--- config.mk ---
export PLATFORM = sky130hd
export DESIGN_NAME = sorted_table_insert_search_flat
export DESIGN_NICKNAME = d
export VERILOG_FILES = /design/src/stis_pkg.sv /design/src/stis_in_if.sv /design/src/stis_out_if.sv /design/src/stis_ram.sv /design/src/stis_cmp.sv /design/src/sorted_table_insert_search.sv /design/src/flat_wrapper.sv
export SDC_FILE = /design/constraint.sdc
export NUM_CORES = 2
export LEC_CHECK = 0
export BUFFER_PORTS_ARGS = -buffer_cell sky130_fd_sc_hd__buf_2
export CAP_MARGIN = 20
export CELL_PAD_IN_SITES_DETAIL_PLACEMENT = 1
export CELL_PAD_IN_SITES_GLOBAL_PLACEMENT = 1
export CORE_UTILIZATION = 50
export DETAILED_ROUTE_END_ITERATION = 8
export GPL_TIMING_DRIVEN = 0
export PLACE_DENSITY_LB_ADDON = 0.1
export REMOVE_ABC_BUFFERS = 1
export SLEW_MARGIN = 25
export SYNTH_ARGS = -nofsm -noshare
export SYNTH_HDL_FRONTEND = slang
export SYNTH_HIERARCHICAL = 1
export SYNTH_SLANG_ARGS = --single-unit
--- constraint.sdc ---
create_clock -name clk -period 7.5 [get_ports clk]
set_clock_uncertainty 0.15 [all_clocks]
set_input_delay 0.75 -clock clk [delete_from_list [all_inputs] [get_ports clk]]
set_output_delay 0.75 -clock clk [all_outputs]
set_load 0.02 [all_outputs]
--- src/stis_pkg.sv ---
package stis_pkg;

  localparam int OpW    = 2;
  localparam int ValueW = 32;

  typedef logic [OpW-1:0]           op_t;
  typedef logic signed [ValueW-1:0] data_t;

  // operation codes
  localparam op_t OP_INSERT = 2'd0;
  localparam op_t OP_SEARCH = 2'd1;
  localparam op_t OP_READ   = 2'd2;

  // compare unit result: entry against key
  typedef struct packed {
    logic lt;  // entry < key, signed
    logic eq;  // entry == key
  } cmp_res_t;

endpackage

--- src/stis_in_if.sv ---
interface stis_in_if;
  logic            valid;
  logic            ready;
  stis_pkg::op_t   op;
  stis_pkg::data_t value;

  modport source (output valid, output op, output value, input ready);
  modport sink   (input valid, input op, input value, output ready);
endinterface

--- src/stis_out_if.sv ---
interface stis_out_if #(
  parameter int POS_W = 7
);
  logic             valid;
  logic             ready;
  stis_pkg::data_t  element;
  logic [POS_W-1:0] position;
  logic             entry_valid;
  logic             full_error;
  logic             last;

  modport source (output valid, output element, output position, output entry_valid,
                  output full_error, output last, input ready);
  modport sink   (input valid, input element, input position, input entry_valid,
                  input full_error, input last, output ready);
endinterface

--- src/stis_ram.sv ---
module stis_ram #(
  parameter int WIDTH = 32,
  parameter int DEPTH = 64
) (
  input  logic                     clk,
  input  logic                     we,
  input  logic [$clog2(DEPTH)-1:0] waddr,
  input  logic [WIDTH-1:0]         wdata,
  input  logic                     re,
  input  logic [$clog2(DEPTH)-1:0] raddr,
  output logic [WIDTH-1:0]         rdata
);

  logic [WIDTH-1:0] mem [DEPTH];

  always_ff @(posedge clk) begin
    if (we) begin
      mem[waddr] <= wdata;
    end
    if (re) begin
      rdata <= mem[raddr];
    end
  end

endmodule

--- src/stis_cmp.sv ---
module stis_cmp (
  input  stis_pkg::data_t    entry,
  input  stis_pkg::data_t    key,
  output stis_pkg::cmp_res_t res
);

  always_comb begin
    res.lt = (entry < key);
    res.eq = (entry == key);
  end

endmodule

--- src/sorted_table_insert_search.sv ---
// Channel  Dir  Handshake      Payload
// in_ch    in   valid / ready  op, value
// out_ch   out  valid / ready  element, position, entry_valid, full_error, last
//
// One item at a time; in_ch.ready is high only while the sequencer is idle.
// Insert walks the entries from the back, search from the front; read out
// fetches each entry, then delivers it. The table memory has one read port and
// one write port, registered read.
// Reset (rst_n low, synchronous) empties the table; no clearing pass.
// A stalled out_ch holds the sequencer only where it needs the output register.
module sorted_table_insert_search #(
  parameter int DEPTH = 64
) (
  input logic       clk,
  input logic       rst_n,
  stis_in_if.sink   in_ch,
  stis_out_if.source out_ch
);

  localparam int AddrW = $clog2(DEPTH);
  localparam int CntW  = $clog2(DEPTH + 1);
  localparam int PosW  = CntW;
  localparam int OutPosW = $bits(out_ch.position);

  // sequencer states
  localparam logic [2:0] S_IDLE  = 3'd0;  // wait for an item
  localparam logic [2:0] S_INS   = 3'd1;  // shift entries up from the back
  localparam logic [2:0] S_PUT   = 3'd2;  // write key at the front
  localparam logic [2:0] S_SRCH  = 3'd3;  // scan from the front
  localparam logic [2:0] S_RDOUT = 3'd4;  // stream every entry
  localparam logic [2:0] S_RESP  = 3'd5;  // single result pending

  logic [2:0]      state_r, state_nxt;
  logic [CntW-1:0] cnt_r, cnt_nxt;
  logic [AddrW-1:0] idx_r, idx_nxt;
  stis_pkg::data_t key_r, key_nxt;
  logic            pend_r, pend_nxt;
  logic [PosW-1:0] resp_pos_r, resp_pos_nxt;
  logic            resp_full_r, resp_full_nxt;

  logic            out_valid_r, out_valid_nxt;
  stis_pkg::data_t out_elem_r, out_elem_nxt;
  logic [PosW-1:0] out_pos_r, out_pos_nxt;
  logic            out_ev_r, out_ev_nxt;
  logic            out_full_r, out_full_nxt;
  logic            out_last_r, out_last_nxt;

  // memory port
  logic             ram_we, ram_re;
  logic [AddrW-1:0] ram_waddr, ram_raddr;
  stis_pkg::data_t  ram_wdata, ram_rdata;

  stis_pkg::cmp_res_t cmp;

  logic in_xfer, out_free, idx_at_end;

  stis_ram #(
    .WIDTH (stis_pkg::ValueW),
    .DEPTH (DEPTH)
  ) u_ram (
    .clk   (clk),
    .we    (ram_we),
    .waddr (ram_waddr),
    .wdata (ram_wdata),
    .re    (ram_re),
    .raddr (ram_raddr),
    .rdata (ram_rdata)
  );

  // one comparator serves insert (ordering) and search (match)
  stis_cmp u_cmp (
    .entry (ram_rdata),
    .key   (key_r),
    .res   (cmp)
  );

  assign in_ch.ready = (state_r == S_IDLE);
  assign in_xfer     = in_ch.valid && in_ch.ready;
  // the output register may be loaded this cycle
  assign out_free    = !out_valid_r || out_ch.ready;
  assign idx_at_end  = (CntW'(idx_r) == cnt_r - CntW'(1));

  always_comb begin
    state_nxt     = state_r;
    cnt_nxt       = cnt_r;
    idx_nxt       = idx_r;
    key_nxt       = key_r;
    pend_nxt      = pend_r;
    resp_pos_nxt  = resp_pos_r;
    resp_full_nxt = resp_full_r;

    out_valid_nxt = out_valid_r && !out_ch.ready;
    out_elem_nxt  = out_elem_r;
    out_pos_nxt   = out_pos_r;
    out_ev_nxt    = out_ev_r;
    out_full_nxt  = out_full_r;
    out_last_nxt  = out_last_r;

    ram_we    = 1'b0;
    ram_waddr = idx_r;
    ram_wdata = key_r;
    ram_re    = 1'b0;
    ram_raddr = idx_r;

    case (state_r)
      S_IDLE: begin
        if (in_xfer) begin
          key_nxt       = in_ch.value;
          resp_pos_nxt  = '0;
          resp_full_nxt = 1'b0;
          case (in_ch.op)
            stis_pkg::OP_INSERT: begin
              if (cnt_r == CntW'(DEPTH)) begin
                // refuse: table full, leave it as it is
                resp_full_nxt = 1'b1;
                state_nxt     = S_RESP;
              end else if (cnt_r == '0) begin
                ram_we    = 1'b1;
                ram_waddr = '0;
                ram_wdata = in_ch.value;
                cnt_nxt   = cnt_r + CntW'(1);
                state_nxt = S_RESP;
              end else begin
                // fetch the last entry and walk towards the front
                ram_re    = 1'b1;
                ram_raddr = AddrW'(cnt_r - CntW'(1));
                idx_nxt   = AddrW'(cnt_r - CntW'(1));
                state_nxt = S_INS;
              end
            end
            stis_pkg::OP_SEARCH: begin
              if (cnt_r == '0) begin
                state_nxt = S_RESP;
              end else begin
                ram_re    = 1'b1;
                ram_raddr = '0;
                idx_nxt   = '0;
                state_nxt = S_SRCH;
              end
            end
            stis_pkg::OP_READ: begin
              if (cnt_r == '0) begin
                state_nxt = S_RESP;
              end else begin
                idx_nxt   = '0;
                pend_nxt  = 1'b0;
                state_nxt = S_RDOUT;
              end
            end
            default: begin
              // unused code: drop the item
              state_nxt = S_IDLE;
            end
          endcase
        end
      end

      S_INS: begin
        // entry at idx_r is on ram_rdata; it moves up if smaller than key
        ram_we    = 1'b1;
        ram_waddr = idx_r + AddrW'(1);
        if (cmp.lt) begin
          ram_wdata = ram_rdata;
          if (idx_r == '0) begin
            state_nxt = S_PUT;
          end else begin
            ram_re    = 1'b1;
            ram_raddr = idx_r - AddrW'(1);
            idx_nxt   = idx_r - AddrW'(1);
          end
        end else begin
          ram_wdata = key_r;
          cnt_nxt   = cnt_r + CntW'(1);
          state_nxt = S_RESP;
        end
      end

      S_PUT: begin
        ram_we    = 1'b1;
        ram_waddr = idx_r;
        ram_wdata = key_r;
        cnt_nxt   = cnt_r + CntW'(1);
        state_nxt = S_RESP;
      end

      S_SRCH: begin
        if (cmp.eq) begin
          resp_pos_nxt = PosW'(idx_r) + PosW'(1);
          state_nxt    = S_RESP;
        end else if (idx_at_end) begin
          state_nxt = S_RESP;
        end else begin
          ram_re    = 1'b1;
          ram_raddr = idx_r + AddrW'(1);
          idx_nxt   = idx_r + AddrW'(1);
        end
      end

      S_RDOUT: begin
        if (pend_r) begin
          // data lands in the output register, which is empty by now
          pend_nxt      = 1'b0;
          out_valid_nxt = 1'b1;
          out_elem_nxt  = ram_rdata;
          out_pos_nxt   = PosW'(idx_r) + PosW'(1);
          out_ev_nxt    = 1'b1;
          out_full_nxt  = 1'b0;
          out_last_nxt  = idx_at_end;
          if (idx_at_end) begin
            state_nxt = S_IDLE;
          end else begin
            idx_nxt = idx_r + AddrW'(1);
          end
        end else if (out_free) begin
          ram_re    = 1'b1;
          ram_raddr = idx_r;
          pend_nxt  = 1'b1;
        end
      end

      S_RESP: begin
        if (out_free) begin
          out_valid_nxt = 1'b1;
          out_elem_nxt  = '0;
          out_pos_nxt   = resp_pos_r;
          out_ev_nxt    = 1'b0;
          out_full_nxt  = resp_full_r;
          out_last_nxt  = 1'b1;
          state_nxt     = S_IDLE;
        end
      end

      default: begin
        state_nxt = S_IDLE;
      end
    endcase
  end

  always_ff @(posedge clk) begin
    if (!rst_n) begin
      state_r     <= S_IDLE;
      cnt_r       <= '0;
      pend_r      <= 1'b0;
      out_valid_r <= 1'b0;
    end else begin
      state_r     <= state_nxt;
      cnt_r       <= cnt_nxt;
      pend_r      <= pend_nxt;
      out_valid_r <= out_valid_nxt;
    end
  end

  // payload: no reset
  always_ff @(posedge clk) begin
    idx_r       <= idx_nxt;
    key_r       <= key_nxt;
    resp_pos_r  <= resp_pos_nxt;
    resp_full_r <= resp_full_nxt;
    out_elem_r  <= out_elem_nxt;
    out_pos_r   <= out_pos_nxt;
    out_ev_r    <= out_ev_nxt;
    out_full_r  <= out_full_nxt;
    out_last_r  <= out_last_nxt;
  end

  assign out_ch.valid       = out_valid_r;
  assign out_ch.element     = out_elem_r;
  assign out_ch.position    = OutPosW'(out_pos_r);
  assign out_ch.entry_valid = out_ev_r;
  assign out_ch.full_error  = out_full_r;
  assign out_ch.last        = out_last_r;

`ifndef SYNTHESIS
  // the fill count never passes the table depth
  a_cnt_bound: assert property (@(posedge clk) disable iff (!rst_n)
    cnt_r <= CntW'(DEPTH))
    else $error("entry count beyond table depth");

  // the fill count only ever grows by one
  a_cnt_step: assert property (@(posedge clk) disable iff (!rst_n)
    ($past(rst_n) && !$stable(cnt_r)) |-> (cnt_r == $past(cnt_r) + CntW'(1)))
    else $error("entry count moved by other than one");

  // a refused insert is only reported against a full table
  a_full_only: assert property (@(posedge clk) disable iff (!rst_n)
    (out_valid_r && out_full_r) |-> (cnt_r == CntW'(DEPTH)))
    else $error("full error with room in the table");

  // results without last come only from a read out in progress
  a_nonlast: assert property (@(posedge clk) disable iff (!rst_n)
    (out_valid_r && !out_last_r) |-> (state_r == S_RDOUT))
    else $error("non-final result outside read out");
`endif

endmodule
--- src/flat_wrapper.sv ---
// flat-port wrapper written by rule: the top's interface ports become plain ports
module sorted_table_insert_search_flat 
#(
  parameter int DEPTH = 64
)
  (clk, rst_n, in_ch_valid, in_ch_op, in_ch_value, in_ch_ready, out_ch_valid, out_ch_element, out_ch_position, out_ch_entry_valid, out_ch_full_error, out_ch_last, out_ch_ready);
  stis_in_if in_ch_i ();
  stis_out_if out_ch_i ();
  input logic clk;
  input logic rst_n;
  input wire logic [$bits(in_ch_i.valid)-1:0] in_ch_valid;
  input wire logic [$bits(in_ch_i.op)-1:0] in_ch_op;
  input wire logic [$bits(in_ch_i.value)-1:0] in_ch_value;
  output wire logic [$bits(in_ch_i.ready)-1:0] in_ch_ready;
  output wire logic [$bits(out_ch_i.valid)-1:0] out_ch_valid;
  output wire logic [$bits(out_ch_i.element)-1:0] out_ch_element;
  output wire logic [$bits(out_ch_i.position)-1:0] out_ch_position;
  output wire logic [$bits(out_ch_i.entry_valid)-1:0] out_ch_entry_valid;
  output wire logic [$bits(out_ch_i.full_error)-1:0] out_ch_full_error;
  output wire logic [$bits(out_ch_i.last)-1:0] out_ch_last;
  input wire logic [$bits(out_ch_i.ready)-1:0] out_ch_ready;
  assign in_ch_i.valid = in_ch_valid;
  assign in_ch_i.op = in_ch_op;
  assign in_ch_i.value = in_ch_value;
  assign in_ch_ready = in_ch_i.ready;
  assign out_ch_valid = out_ch_i.valid;
  assign out_ch_element = out_ch_i.element;
  assign out_ch_position = out_ch_i.position;
  assign out_ch_entry_valid = out_ch_i.entry_valid;
  assign out_ch_full_error = out_ch_i.full_error;
  assign out_ch_last = out_ch_i.last;
  assign out_ch_i.ready = out_ch_ready;
  sorted_table_insert_search #(.DEPTH(DEPTH)) u_core (.clk(clk), .rst_n(rst_n), .in_ch(in_ch_i), .out_ch(out_ch_i));
endmodule
Yosys cells after proc, flatten, opt, wreduce, memory -nomap -nowiden
Memory sizes are Yosys's and may differ from the RTL's. A register that Yosys moved wholly into a read port is not among the register bits. Cells that the tools add are included.

Word-level logic and storage cells: 156. Register bits after elaboration: 100. Output and inout bits: 44. Memories kept: 1. Input bits: 38. Bits in writable memories: 2048.

Memory list: u_core.u_ram.mem (words 64, width 32, rd ports 1, clocked after Yosys merged registers in 1, write ports 1, RTL line stis_ram.sv:14) `logic [WIDTH-1:0] mem [DEPTH];`.

Magnitude comparators: 1. Add/subtract/negate cells: 5. Equality and inequality tests: 24. Reductions and logical operators: 23. Muxes and demuxes: 89.

Operator list (count): $mux W32 (7); $pmux W32 S2 (2); $mux W6 (14); $mux W7 (9); $pmux W6 S2 (3); $mux W3 (11); $eq A32 B32 Y1 (1); $lt A32 B32 Y1 (1); $mux W1 (28); $pmux W7 S2 (2); $pmux W6 S4 (1); $pmux W7 S3 (1); $pmux W3 S6 (1); $pmux W6 S3 (1); $ne A2 B2 Y1 const B (7); $pmux W1 S2 (7); $reduce_and A6 Y1 (2); $pmux W3 S3 (1); $ne A2 B1 Y1 const B (4); $reduce_and A4 Y1 (2); $add A6 B1 Y7 const B (1); $add A7 B1 Y7 const B (1); $eq A6 B7 Y1 (1); $eq A7 B7 Y1 const B (1); 24 further kinds (33).

Depth between registers and ports, before layout
Word-level depth: 8. Gate-level depth with buffers: 22. Depth with buffers taken out: 18.

Modules after synthesis
The synthesis kept the hierarchy.

By module, submodules not included: stis_ram (area an instance 79359.9 um^2, times used 1, cells an instance 3511, sequential area each 62459.9 um^2); sorted_table_insert_search (area an instance 5853.1 um^2, times used 1, cells an instance 574, sequential area each 2882.8 um^2); stis_cmp (area an instance 827.0 um^2, times used 1, cells an instance 114, sequential area each 0.0 um^2).

Worst setup path before layout
No wires, ideal clock.

Path kind: reg-to-reg. From: register u_core.cnt_r[0]. To: memory u_core.u_ram.mem[28][0], enable pin. Clock period less this slack: 4935 ps. Buffers on the path: 2. Setup time: 421 ps. Path slack: 2565 ps. Required time: 6929 ps. Cell stages (with the launch flop): 12. Data arrival time: 4364 ps. Cell sequence: dfxtp_1 -> inv_1 -> ha_1 -> or3b_2 -> or3_4 -> a21boi_4 -> o22ai_1 -> clkbuf_1 -> or3b_2 -> or2_2 -> clkbuf_1 -> nor2_1.

Elaborated cells on any way between the ends: 14. Those cells by class: eq/ne: 1; mux: 12; reduce/logical: 1.

RTL lines: start, declared (RTL line sorted_table_insert_search.sv:34) `logic [CntW-1:0] cnt_r, cnt_nxt;`; start signal, assigned (RTL line sorted_table_insert_search.sv:247) `cnt_r <= cnt_nxt;`; $logic_not A7 Y1 (RTL line sorted_table_insert_search.sv:117) `end else if (cnt_r == '0) begin`; $mux W6 (RTL line sorted_table_insert_search.sv:117); $mux W6 * (RTL line sorted_table_insert_search.sv:113) `if (cnt_r == CntW'(DEPTH)) begin`; $mux W6 * (RTL line sorted_table_insert_search.sv:111) `case (in_ch.op)`; $mux W6 * (RTL line sorted_table_insert_search.sv:107) `if (in_xfer) begin`; $pmux W6 S2 * (RTL line sorted_table_insert_search.sv:105) `case (state_r)`; named net u_core.ram_waddr[1] (RTL line sorted_table_insert_search.sv:50) `logic [AddrW-1:0] ram_waddr, ram_raddr;`; end, declared (RTL line stis_ram.sv:14).

Mark *: on every way through the listed nets, which the timed path passes. The rest lies on a longest branch.

==> summary.txt <==
Final layout
  • Filler Cell Count: 13960
  • Area grow syn2layout: 19.55%
  • Layout cell share with drive strength beyond 1: 27.23%
  • Final Util: 60.49%
  • Register area: 0.06534 mm^2
  • Total Nets Final: 4650
  • Final Instance Area: 0.1029 mm^2
  • Multi-input logic area: 0.01972 mm^2

Setup path
  • R2r setup slk: 0.21 ns
  • CP endpoint kind: flop
  • Critical Path RT: 7.90 ns
  • Crit Path Category: reg2reg
  • Maximum fanout along the worst path: 32
  • Critical path startpoint category: flop
  • CP Data Arrival Time: 7.69 ns
  • Cells on worst reg2reg path: 19

Route
  • Pre-Repair DR Iteration Count: 6
  • Wire per inst: 36.55 um
  • DRT iter0 DRCs: 5481
  • Final wirelength: 255.0 mm
  • DRT antenna net count: 0
  • Vias/cell: 6.531
  • Via count: 45570
  • DRC Markers: 0

Logic synthesis
  • Synthesized area per cell: 20.49 um^2
  • Most frequent cells after synthesis: edfxtp_1, mux4_2, mux2i_1
  • Post-synth EDFFs: 2168
  • Top cells by area, synth: edfxtp_1, mux4_2, mux2i_1, a22oi_1, ha_1
  • Post-synth top area cell: edfxtp_1
  • FFs w/ async S/R, synth: 0%
  • Ys flop type: edfxtp_1
  • Post-synthesis register bit count: 2180
  • Yosys top cell area share: 75.67%
  • Mapped cell area: 0.08604 mm^2
  • Sequential share of the synthesized area: 75.94%
  • Most common cell in the synthesized netlist: edfxtp_1
  • YS warnings: 6
  • Unique cell type count in the Yosys netlist: 76
  • Post-Synthesis Cells: 4199

STA
  • Clock period minus worst slack: 7.292 ns
  • Fin crit share: 97.22%
  • Fmax: 137.1 MHz
  • Final Max Tran Viols: 0
  • RSZ-0062 raised after global routing: false
  • Final hold violation count: 0
  • Measured slew at the worst slew-check pin: 1.135 ns
  • Worst Setup Slack, final: 0.2082 ns
  • Worst slew margin: 23.54%
  • Endpoints failing setup: 0
  • Min Hold Slack: 0.08192 ns

CTS
  • Sink Count: 2180
  • CTS Buffer Depth: 3
  • Root Driver: clkbuf_16
  • CTS tree: built
  • Clock-pin slew on the worst setup and hold paths: 0.06 ns
  • TritonCTS Buffers: 221
  • H-tree depth: 4
  • Clk_lat worst skew: 0.88 ns

GRT
  • Number of global-route vias before repair: 46410
  • GRT Overall Usage: 29.53%
  • Initial antenna violation count: 21
  • Total grt overflow: 0
  • First-pass GRT wire length: 356.8 mm
  • Largest net degree at the start of global routing: 65

Floorplanning
  • FP Rows: 151
  • # IOs: 82
  • Die Y: 416.8 um
  • DIE AREA: 0.1737 mm^2
  • Die width: 416.8 um
  • Core Footprint: 0.1700 mm^2
  • Initial Util: 50.60%

Placement
  • Post-DP Area: 0.09478 mm^2
  • Detailed placer's ending HPWL: 170.3 mm
  • Port bufs: 81
  • Final estimated routing congestion in global placement: 0.8481
  • Post-placement setup slack: -1.237 ns

Flow run
  • Max-cap viol count: 0

Hold path
  • WHS Path Cells: 2
  • Hold WC Path Type: in2reg

Outcome
  • Status: finished clean
path summary, 6_finish.rpt:
kind,startpoint,endpoint
max,u_core/u_ram/rdata[9],u_core/u_ram/rdata[15]
max reg2reg,u_core/u_ram/rdata[9],u_core/u_ram/rdata[15]
min reg2reg,u_core/resp_pos_r[1],u_core/out_ch.position[1]
min,rst_n,u_core/out_ch.valid
state kept, by name, indices dropped and copies added (netlist names):
name,flops
u_core/out_ch.last,1
u_core/idx_r,6
u_core/out_ch.full_error,1
u_core/resp_full_r,1
u_core/out_ch.valid,1
u_core/pend_r,1
u_core/u_ram/mem,2048
u_core/resp_pos_r,7
u_core/u_ram/rdata,32
u_core/state_r,3
u_core/out_ch.position,7
u_core/out_ch.entry_valid,1
u_core/out_ch.element,32
u_core/key_r,32
u_core/cnt_r,7
cell usage in the layout, fill, tap and decap left out, drive strengths merged, types with 59 or more instances in the layout:
| cell type | n |
|---|---|
| buf | 361 |
| mux2i | 192 |
| nand3 | 59 |
| mux4 | 446 |
| clkinv | 101 |
| clkbuf | 261 |
| a22oi | 130 |
| nor2 | 140 |
| nand2 | 68 |
| edfxtp | 2168 |
| a21oi | 62 |
| inv | 93 |
routing by layer:
| layer | share of wire, % | wire [um] | vias to the layer above | track usage, % |
|---|---|---|---|---|
| met5 | 0.024 | 61 | - | 0 |
| met4 | 3.9 | 9840 | 10 | 10.85 |
| met3 | 7.7 | 19750 | 394 | 5.241 |
| met2 | 48 | 122800 | 2034 | 47.06 |
| met1 | 40 | 102600 | 24800 | 41.15 |
| li1 | - | - | 18340 | - |
kinds of logic after synthesis:
group / count (synthesis) / share of synthesized area [%]
AOI/OAI and AO/OA: 532 / 4.472
adders and majority gates: 42 / 0.6108
muxes: 640 / 13.93
xor gates and xnor gates: 25 / 0.3185
and+or+nand+nor: 446 / 2.618
DFF: 2180 / 75.94
buffers and inverters: 334 / 2.103
timing repair:
action	CTS	global route
endpoints found under the hold margin	32	0
setup endpoints to repair	30	17
cloned	1	1
setup buffers	4	8
gates resized for setup	14	7
hold buffers	32	0
pin swaps	1	2
per-stage QoR:
stage	setup TNS, ns	std cells
6_report	0	6978
3_3_place_gp	-2518.06	6251
3_5_place_dp	-12.00	6519
5_1_grt	0	6976
2_1_floorplan	-990.60	3952
4_1_cts	0	6965
worst max-delay path, cell delays in order, from the launching register on:
cell      delay, ns
edfxtp_1       0.54
ha_1           0.38
nand4_1        0.27
nor4_4         0.37
nand2_1        0.09
nor3_1         0.46
inv_1          0.24
nand2b_1       0.37
o21ai_0        0.36
a211o_4        0.47
buf_16         0.20
buf_12         0.22
buf_12         0.21
buf_16         0.21
buf_16         0.25
mux4_2         0.37
mux2i_1        0.07
mux2i_1        0.38
a21oi_1        0.40
a311oi_1       0.77
cell type report:
| class | instances | area share, % |
|---|---|---|
| clock inverters | 149 | 1.764 |
| well taps | 2218 | 2.698 |
| flip-flops and latches | 2180 | 63.52 |
| clock buffers | 260 | 5.519 |
| inverters | 87 | 0.3905 |
| diodes | 4 | 0.009731 |
| multi-input cells | 1686 | 19.17 |
| repair buffers | 394 | 6.929 |
Power is left out: the tool's default activity adds up to more than one toggle a clock period on the data nets, which glitch-free logic cannot reach.
